==> config.mk <==
export PLATFORM = sky130hd
export DESIGN_NAME = bad_page_frame_blacklist_unit
export DESIGN_NICKNAME = d
export VERILOG_FILES = /design/src/hw/rtl/bpfb_pkg.sv /design/src/hw/rtl/bpfb_cell.sv /design/src/hw/rtl/bad_page_frame_blacklist_unit.sv
export SDC_FILE = /design/constraint.sdc
export NUM_CORES = 2
export LEC_CHECK = 0
export BUFFER_PORTS_ARGS = -buffer_cell sky130_fd_sc_hd__buf_2
export CORE_AREA = 2 2 424 342
export DETAILED_ROUTE_END_ITERATION = 6
export DIE_AREA = 0 0 426 344
export GPL_ROUTABILITY_DRIVEN = 1
export PLACE_DENSITY = 0.78
export SYNTH_ARGS = -nofsm -noshare
export SYNTH_HDL_FRONTEND = slang
export SYNTH_HIERARCHICAL = 1
export SYNTH_SLANG_ARGS = --single-unit
==> constraint.sdc <==
create_clock -name i_clk -period 7.07 [get_ports i_clk]
set_clock_uncertainty 0.2 [all_clocks]
set_input_delay 0.707 -clock i_clk [delete_from_list [all_inputs] [get_ports i_clk]]
set_output_delay 0.707 -clock i_clk [all_outputs]
set_load 0.02 [all_outputs]
==> src/hw/rtl/bpfb_pkg.sv <==
// Shared constants and types for the bad page frame blacklist unit.
package bpfb_pkg;

    localparam int CAPACITY   = 32;
    localparam int ADDR_W     = 52;
    localparam int PAGE_SHIFT = 12;
    localparam int PAGE_W     = ADDR_W - PAGE_SHIFT;
    localparam int COUNT_W    = 6;
    localparam int IDX_W      = (CAPACITY > 1) ? $clog2(CAPACITY) : 1;
    localparam int CNT_W      = $clog2(CAPACITY + 1);

    localparam logic OP_LOOKUP = 1'b0;
    localparam logic OP_INSERT = 1'b1;

    typedef enum logic [1:0] {
        ST_IDLE,
        ST_SCAN,
        ST_FINISH
    } t_state;

    // Search token that travels down the chain of cells.
    typedef struct packed {
        logic              vld;
        logic              hit;
        logic [PAGE_W-1:0] page;
    } t_token;

    // Write request broadcast to all cells; only the addressed cell takes it.
    typedef struct packed {
        logic              en;
        logic [IDX_W-1:0]  idx;
        logic [PAGE_W-1:0] page;
    } t_write;

endpackage

==> src/hw/rtl/bpfb_cell.sv <==
// One cell of the blacklist chain: holds one page entry and checks the passing token.
module bpfb_cell (
    input  logic                   i_clk,
    input  logic                   i_rst_n,
    input  logic [bpfb_pkg::IDX_W-1:0] i_index,
    input  logic [bpfb_pkg::CNT_W-1:0] i_count,
    input  bpfb_pkg::t_token       i_tok,
    input  bpfb_pkg::t_write       i_wr,
    output bpfb_pkg::t_token       o_tok
);

    logic [bpfb_pkg::PAGE_W-1:0] r_entry;
    bpfb_pkg::t_token            r_tok;
    bpfb_pkg::t_token            n_tok;
    logic                        in_use;

    // Only entries below the fill count hold a listed page.
    assign in_use = bpfb_pkg::CNT_W'(i_index) < i_count;

    always_comb begin
        n_tok     = i_tok;
        n_tok.hit = i_tok.hit | (in_use && (r_entry == i_tok.page));
    end

    always_ff @(posedge i_clk) begin
        if (!i_rst_n) begin
            r_tok.vld <= 1'b0;
        end else begin
            r_tok.vld <= n_tok.vld;
        end
        r_tok.hit  <= n_tok.hit;
        r_tok.page <= n_tok.page;
    end

    always_ff @(posedge i_clk) begin
        if (i_wr.en && (i_wr.idx == i_index)) begin
            r_entry <= i_wr.page;
        end
    end

    assign o_tok = r_tok;

endmodule

==> src/hw/rtl/bad_page_frame_blacklist_unit.sv <==
// Top level of the bad page frame blacklist unit: control, fill count and cell chain.
//
// Requests arrive on the input channel (i_valid / o_ready) with an operation
// (lookup or insert) and a 52-bit physical byte address; the low 12 bits are
// dropped to form the page number. Each transaction yields exactly one result
// on the output channel (o_valid / i_ready): answer, was_present, full_res and
// the entry count after the request.
// The search token enters the first cell at the accepting edge and moves one
// cell per cycle through a chain of CAPACITY cells, each comparing its entry.
// When the token leaves the last cell its result is registered; that result is
// loaded into the output register, and only after that is the next request taken.
// An insert of a new page is written into its cell, if the list has room, as the result is loaded.
// Reset empties the list by clearing the fill count; entries are not cleared.
// The output register lets the next request enter while a result waits; if
// the receiver stalls, the following scan finishes and holds its result until
// the output register is free.
module bad_page_frame_blacklist_unit (
    input  logic                        i_clk,
    input  logic                        i_rst_n,
    input  logic                        i_valid,
    output logic                        o_ready,
    input  logic                        i_op,
    input  logic [bpfb_pkg::ADDR_W-1:0] i_phys_addr,
    output logic                        o_valid,
    input  logic                        i_ready,
    output logic                        o_answer,
    output logic                        o_was_present,
    output logic                        o_full_res,
    output logic [bpfb_pkg::COUNT_W-1:0] o_entry_count
);

    bpfb_pkg::t_state r_state;
    bpfb_pkg::t_state n_state;

    logic                        r_op;
    logic                        r_hit;
    logic [bpfb_pkg::PAGE_W-1:0] r_page;
    logic [bpfb_pkg::CNT_W-1:0]  r_used;
    logic [bpfb_pkg::CNT_W-1:0]  n_used;

    logic                         r_out_vld;
    logic                         r_answer;
    logic                         r_was_present;
    logic                         r_full_res;
    logic [bpfb_pkg::COUNT_W-1:0] r_entry_count;

    logic                         accept;
    logic                         load;
    logic                         room;
    logic                         add;
    logic                         res_answer;
    logic                         res_full;

    bpfb_pkg::t_token tok [bpfb_pkg::CAPACITY+1];
    bpfb_pkg::t_write wr;

    assign accept = i_valid && o_ready;

    always_comb begin
        n_state = r_state;
        case (r_state)
            bpfb_pkg::ST_IDLE: begin
                if (accept) begin
                    n_state = bpfb_pkg::ST_SCAN;
                end
            end
            bpfb_pkg::ST_SCAN: begin
                if (tok[bpfb_pkg::CAPACITY].vld) begin
                    n_state = bpfb_pkg::ST_FINISH;
                end
            end
            bpfb_pkg::ST_FINISH: begin
                if (!r_out_vld || i_ready) begin
                    n_state = bpfb_pkg::ST_IDLE;
                end
            end
            default: n_state = bpfb_pkg::ST_IDLE;
        endcase
    end

    always_comb begin
        o_ready = (r_state == bpfb_pkg::ST_IDLE);
        load    = (r_state == bpfb_pkg::ST_FINISH) && (!r_out_vld || i_ready);
    end

    // Result of the finished scan.
    assign room       = r_used != bpfb_pkg::CNT_W'(bpfb_pkg::CAPACITY);
    assign add        = (r_op == bpfb_pkg::OP_INSERT) && !r_hit && room;
    assign res_answer = r_hit | add;
    assign res_full   = (r_op == bpfb_pkg::OP_INSERT) && !r_hit && !room;
    assign n_used     = add ? r_used + 1'b1 : r_used;

    assign wr.en   = load && add;
    assign wr.idx  = bpfb_pkg::IDX_W'(r_used);
    assign wr.page = r_page;

    assign tok[0].vld  = accept;
    assign tok[0].hit  = 1'b0;
    assign tok[0].page = i_phys_addr[bpfb_pkg::ADDR_W-1:bpfb_pkg::PAGE_SHIFT];

    for (genvar g = 0; g < bpfb_pkg::CAPACITY; g++) begin : g_cell
        bpfb_cell u_cell (
            .i_clk   (i_clk),
            .i_rst_n (i_rst_n),
            .i_index (bpfb_pkg::IDX_W'(g)),
            .i_count (r_used),
            .i_tok   (tok[g]),
            .i_wr    (wr),
            .o_tok   (tok[g+1])
        );
    end

    always_ff @(posedge i_clk) begin
        if (!i_rst_n) begin
            r_state   <= bpfb_pkg::ST_IDLE;
            r_used    <= '0;
            r_out_vld <= 1'b0;
        end else begin
            r_state <= n_state;
            if (load) begin
                r_used    <= n_used;
                r_out_vld <= 1'b1;
            end else if (i_ready) begin
                r_out_vld <= 1'b0;
            end
        end
    end

    always_ff @(posedge i_clk) begin
        if (accept) begin
            r_op <= i_op;
        end
        if (r_state == bpfb_pkg::ST_SCAN && tok[bpfb_pkg::CAPACITY].vld) begin
            r_hit  <= tok[bpfb_pkg::CAPACITY].hit;
            r_page <= tok[bpfb_pkg::CAPACITY].page;
        end
        if (load) begin
            r_answer      <= res_answer;
            r_was_present <= r_hit;
            r_full_res    <= res_full;
            r_entry_count <= bpfb_pkg::COUNT_W'(n_used);
        end
    end

    assign o_valid       = r_out_vld;
    assign o_answer      = r_answer;
    assign o_was_present = r_was_present;
    assign o_full_res    = r_full_res;
    assign o_entry_count = r_entry_count;

endmodule

### Word level (Yosys, flattened, before mapping)

Cells that the tools add are included.

| operators by class | value |
|---|---|
| add/sub/neg operators | 1 |
| reductions and logical operators | 79 |
| bitwise logic cells | 32 |
| multiplexer cells | 7 |
| order comparisons | 32 |
| equality and inequality tests | 69 |

Operators with widths:

| cell | number |
|---|---|
| equality test 40 bit | 32 |
| less-than comparator 5 x 6 -> 1 bit, first input constant | 16 |
| equality test 5 bit, second input constant | 16 |
| logical AND 1 bit | 71 |
| less-than comparator 4 x 6 -> 1 bit, first input constant | 8 |
| equality test 5 x 4 -> 1 bit, second input constant | 8 |
| OR 1 bit | 32 |
| less-than comparator 3 x 6 -> 1 bit, first input constant | 4 |
| equality test 5 x 3 -> 1 bit, second input constant | 4 |
| less-than comparator 1 x 6 -> 1 bit, first input constant | 2 |
| less-than comparator 2 x 6 -> 1 bit, first input constant | 2 |
| equality test 5 x 2 -> 1 bit, second input constant | 2 |
| adder 6 x 1 -> 6 bit, second input constant | 1 |
| two-way mux 2 bit | 3 |
| two-way mux 6 bit | 1 |
| != test 2 x 1 -> 1 bit, second input constant | 3 |
| != test 6 bit, second input constant | 1 |
| case mux 2 bit (3 select lines) | 1 |
| equality test 5 x 1 -> 1 bit, second input constant | 1 |
| logical NOT 5 bit | 1 |
| logical NOT 1 bit | 3 |
| AND reduction 3 bit | 1 |
| equality test 2 x 1 -> 1 bit, second input constant | 1 |
| equality test 2 bit, second input constant | 1 |
| other kinds (4) | 5 |

| storage, ports and cells | value |
|---|---|
| bits of input ports | 57 |
| register bits after elaboration | 2684 |
| output and inout bits | 11 |

### Depth between registers and ports, before layout

| depth | value |
|---|---|
| word-level depth | 5 |
| depth in mapped cells | 6 |
| depth with buffers taken out | 6 |

### Hierarchy

Netlist, hierarchy kept.

Modules (own cells, without submodules):

| module | area an instance (µm²) | times used | cells an instance |
|---|---|---|---|
| bpfb_cell | 2671.3 | 32 | 159 |
| bad_page_frame_blacklist_unit | 2147.1 | 1 | 126 |

### Worst setup path before layout

Ideal clock, no wire load.

| timing path | value |
|---|---|
| path type | reg2reg |
| start | register r_used[0] (netlist name) |
| end | register g_cell[0].u_cell/r_entry[0] (netlist name), enable pin |
| slack | 1.960 ns |
| data arrival time | 4.509 ns |
| buffers on the path | 0 |
| data required time | 6.469 ns |
| stages on the path, launching flop included | 7 |
| setup time | 0.401 ns |
| cells stage by stage | dfxtp_1 inv_1 ha_1 or4b_4 o21ai_4 nor2_1 and3_1 |

RTL lines:

| what | line | RTL |
|---|---|---|
| from (decl) | bad_page_frame_blacklist_unit.sv:38 | `logic [bpfb_pkg::CNT_W-1:0] r_used;` |
| from (signal assigned) | bad_page_frame_blacklist_unit.sv:121 | `r_used <= n_used;` |
| to (signal assigned) | bpfb_cell.sv:37 | `r_entry <= i_wr.page;` |
| to (decl) | bpfb_cell.sv:12 | `logic [bpfb_pkg::PAGE_W-1:0] r_entry;` |

==> results.py <==
metrics = {
    "floorplanning": {
        "dieHeight_um": 344,
        "rows": 124,
        "die-width_um": 426,
        "pin_count": 68,
        "coreArea_sq_um": 142000,
        "initial_core_util_pct": 61.7,
        "die-area_sq_um": 147000,
    },
    "global_routing": {
        "antenna_found_initial": 20,
        "grt-ovfl-total": 0,
        "grt_pass1_vias": 43500,
        "grt_util_met1_pct": 33.0,
        "grt-busiest-layer": "met2",
        "grt_util_all_layers_pct": 24.2,
        "grt_max_degree": 67,
        "use_met2_pct": 40.8,
        "grt_first_pass_wirelength_mm": 264,
        "use_met3_pct": 4.16,
    },
    "timing": {
        "fmax_mhz": 269,
        "worst_pin_slew_ps": 1060,
        "setup_viol": 0,
        "slew_viol_final": 0,
        "slew_headroom_pct": 29.6,
        "rsz0062_at_grt": "false",
        "finalSetupTns_ps": 0,
        "timing.final.crit_period_ps": 3720,
        "post-route-period-util_pct": 52.6,
        "hold_violations": 0,
    },
    "synth": {
        "async_reset_ff_share_pct": 0,
        "synth-edff-count": 1331,
        "synth_top_area_share_pct": 45.6,
        "synth_top_family_by_area": "XOR/XNOR gates",
        "mappedNetlistArea_sq_um": 87600,
        "ys_seq_area_share_pct": 76.5,
        "synth.area.top_cells": "edfxtp_1 (46%), dfxtp_1 (31%), xor2_1 (14%), nor4_1 (2.1%), ha_1 (1.9%)",
        "synthCells": 5214,
        "synthSimpleGateAreaFrac_pct": 4.82,
        "synth_cell_types": 36,
        "synth_flop_cell": "dfxtp_1",
        "syn_avg_cell_area_sq_um": 16.8,
        "synth_xor_area_share_pct": 14.5,
        "ys_warn_count": 6,
        "synth.largest_area_cell": "edfxtp_1",
        "ys_seq_elements": 2684,
        "synth-compound-area-share_pct": 1.60,
        "synth_fa_ha_area_share_pct": 1.86,
        "muxShareOfSynthArea_pct": 0.0228,
    },
    "clock_tree": {
        "cts_tree": "built",
        "clk_path_buf_depth": 3,
        "insertion_delay_ps": 840,
        "hold_buffers": 42,
        "cts-root-buf": "clkbuf_16",
        "clock_sinks": 2684,
        "ctsResizeCount": 0,
        "h-tree-depth": 4,
        "cts_setup_buffers": 0,
        "numCtsBuffers": 224,
        "clk_pin_slew_worst_paths_ps": 60,
    },
    "worst_setup_path": {
        "worstPathArrival_ps": 3930,
        "timing.critical_path.cells": "inv_1 > ha_1 > or4b_4 > o21ai_4 > nor2_2 > buf_4 > and3_2",
        "critical_path_required_ps": 7280,
        "start_kind": "register",
        "slowest_stage": "and3_2",
        "cp_slowest_stage_delay_ps": 970,
        "cp-end-kind": "register",
        "critPathBufInv": 2,
        "crit_fanout": 41,
        "path_delay_family": "simple AND/OR/NAND/NOR gates",
        "path_class": "register to register",
    },
    "placement": {
        "hpwl_mm": 107,
        "port_buffers": 55,
        "gp_congestion": 0.769,
    },
    "pwr": {
        "p_total_mw": 30.1,
        "p_per_area_nw_per_um2": 301,
        "power.leakage_nw": 37.4,
        "vdd_drop_max_uv": 262,
    },
    "detailed_routing": {
        "drt_pass1_iterations": 5,
        "drc": 0,
        "drtIter0Drc": 3790,
        "ant_nets": 0,
        "wirelength_mm": 176,
        "viasPerCell": 5.28,
        "num_vias": 42200,
        "drt-wirelength-per-cell_um": 22.0,
    },
    "worst_hold_path": {
        "hold_class": "primary input to register",
    },
    "finish": {
        "nets": 6092,
        "fillCellCount": 8747,
        "area_growth_pct": 14.2,
        "drive_gt1_share_pct": 10.1,
        "regArea_sq_um": 67100,
        "multi_input_area_sq_um": 21200,
    },
    "run": {
        "drv_cap": 0,
    },
    "outcome": {
        "status": "completed",
    },
}
flip-flops by register name (all words and copies together), names as in the netlist:
register and flops:
g_cell.u_cell/o_tok 1344, g_cell.u_cell/r_entry 1280, o_answer 1, o_entry_count 6, o_full_res 1, o_valid 1, o_was_present 1, r_hit 1
r_op 1, r_page 40, r_state 2, r_used 6
synth_stat cells, types with 3 or more instances:
master,n
inv_1,166
nand2_1,4
o21ai_0,3
xor2_1,1410
nand4b_1,32
a21oi_1,68
nand4_1,65
ha_1,130
and3_1,32
nor4_1,290
and2_1,33
xnor2_1,37
nor2_1,43
o211ai_1,32
edfxtp_1,1331
o41ai_2,32
nand3_1,3
dfxtp_1,1353
nor4_2,64
a21o_1,33
nand2b_1,34
per-layer routing:
| layer | routed length, um | share of wire, % |
|---|---|---|
| met5 | 0 | 0 |
| met4 | 3500 | 2.0 |
| met3 | 11400 | 6.5 |
| met2 | 87000 | 49 |
| met1 | 74200 | 42 |
worst paths after layout:
check                                                  from                       endpoint  slack, ps  depth (start not counted)
worst min register to register  g_cell[18].u_cell/o_tok[16]    g_cell[19].u_cell/o_tok[16]        140                          0
worst max register to register                    r_used[1]  g_cell[17].u_cell/r_entry[32]       3350                          7
worst max-delay path                              r_used[1]  g_cell[17].u_cell/r_entry[32]       3350                          7
worst min-delay path                                i_ready                        o_valid         90                          3
area by class of cell:
type	count	area share, %
Multi-Input combinational cell	2683	21.2
Clock inverter	110	1.15
Sequential cell	2684	67.0
Tap cell	1890	2.36
Inverter	166	0.623
Clock buffer	320	6.56
Antenna cell	1	0.00250
Timing Repair Buffer	146	1.06
kinds of logic after synthesis:
group,count (synthesis)
AO/OA/AOI/OAI,171
flip-flops,2684
multiplexers,2
other,2
XOR/XNOR,1447
AND/OR/NAND/NOR,612
adder cells (fa/ha/maj),130
buffers and inverters,166
placed cells by master (no fill, tap or decap), types with 50 or more instances in the layout:
cell	count
inv_1	166
dfxtp_1	1347
buf_2	55
nor4_1	290
clkinv_2	50
ha_1	130
a21oi_1	68
xor2_1	1410
edfxtp_1	1331
nand4_1	65
conb_1	321
clkbuf_16	234
nor4_2	64
power breakdown:
part	total, mW	switching [mW]	internal, mW
Clock	12.6	5.52	7.10
Combinational	0.555	0.273	0.282
Sequential	16.9	0.332	16.6
worst register-to-register path, cell delays in order, from the launching register on:
cell	delay [ps]
dfxtp_4	840
inv_1	140
ha_1	210
or4b_4	230
o21ai_4	70
nor2_2	140
buf_4	450
and3_2	990
stage by stage:
step                util, %  area (sq um)  worst slack [ps]  std cells  hold WS [ps]
global placement       64.7         91900              3420       7527           151
CTS                    70.4        100000              3310       7999          28.2
global route           70.4        100000              3120       7999          65.8
detailed placement     64.7         91900              3360       7527           153
finish                 70.4        100000              3350       8000          88.5
floorplan                 -         88800              1960       5533           149
Note: power is estimated with default switching activity, not from simulation.
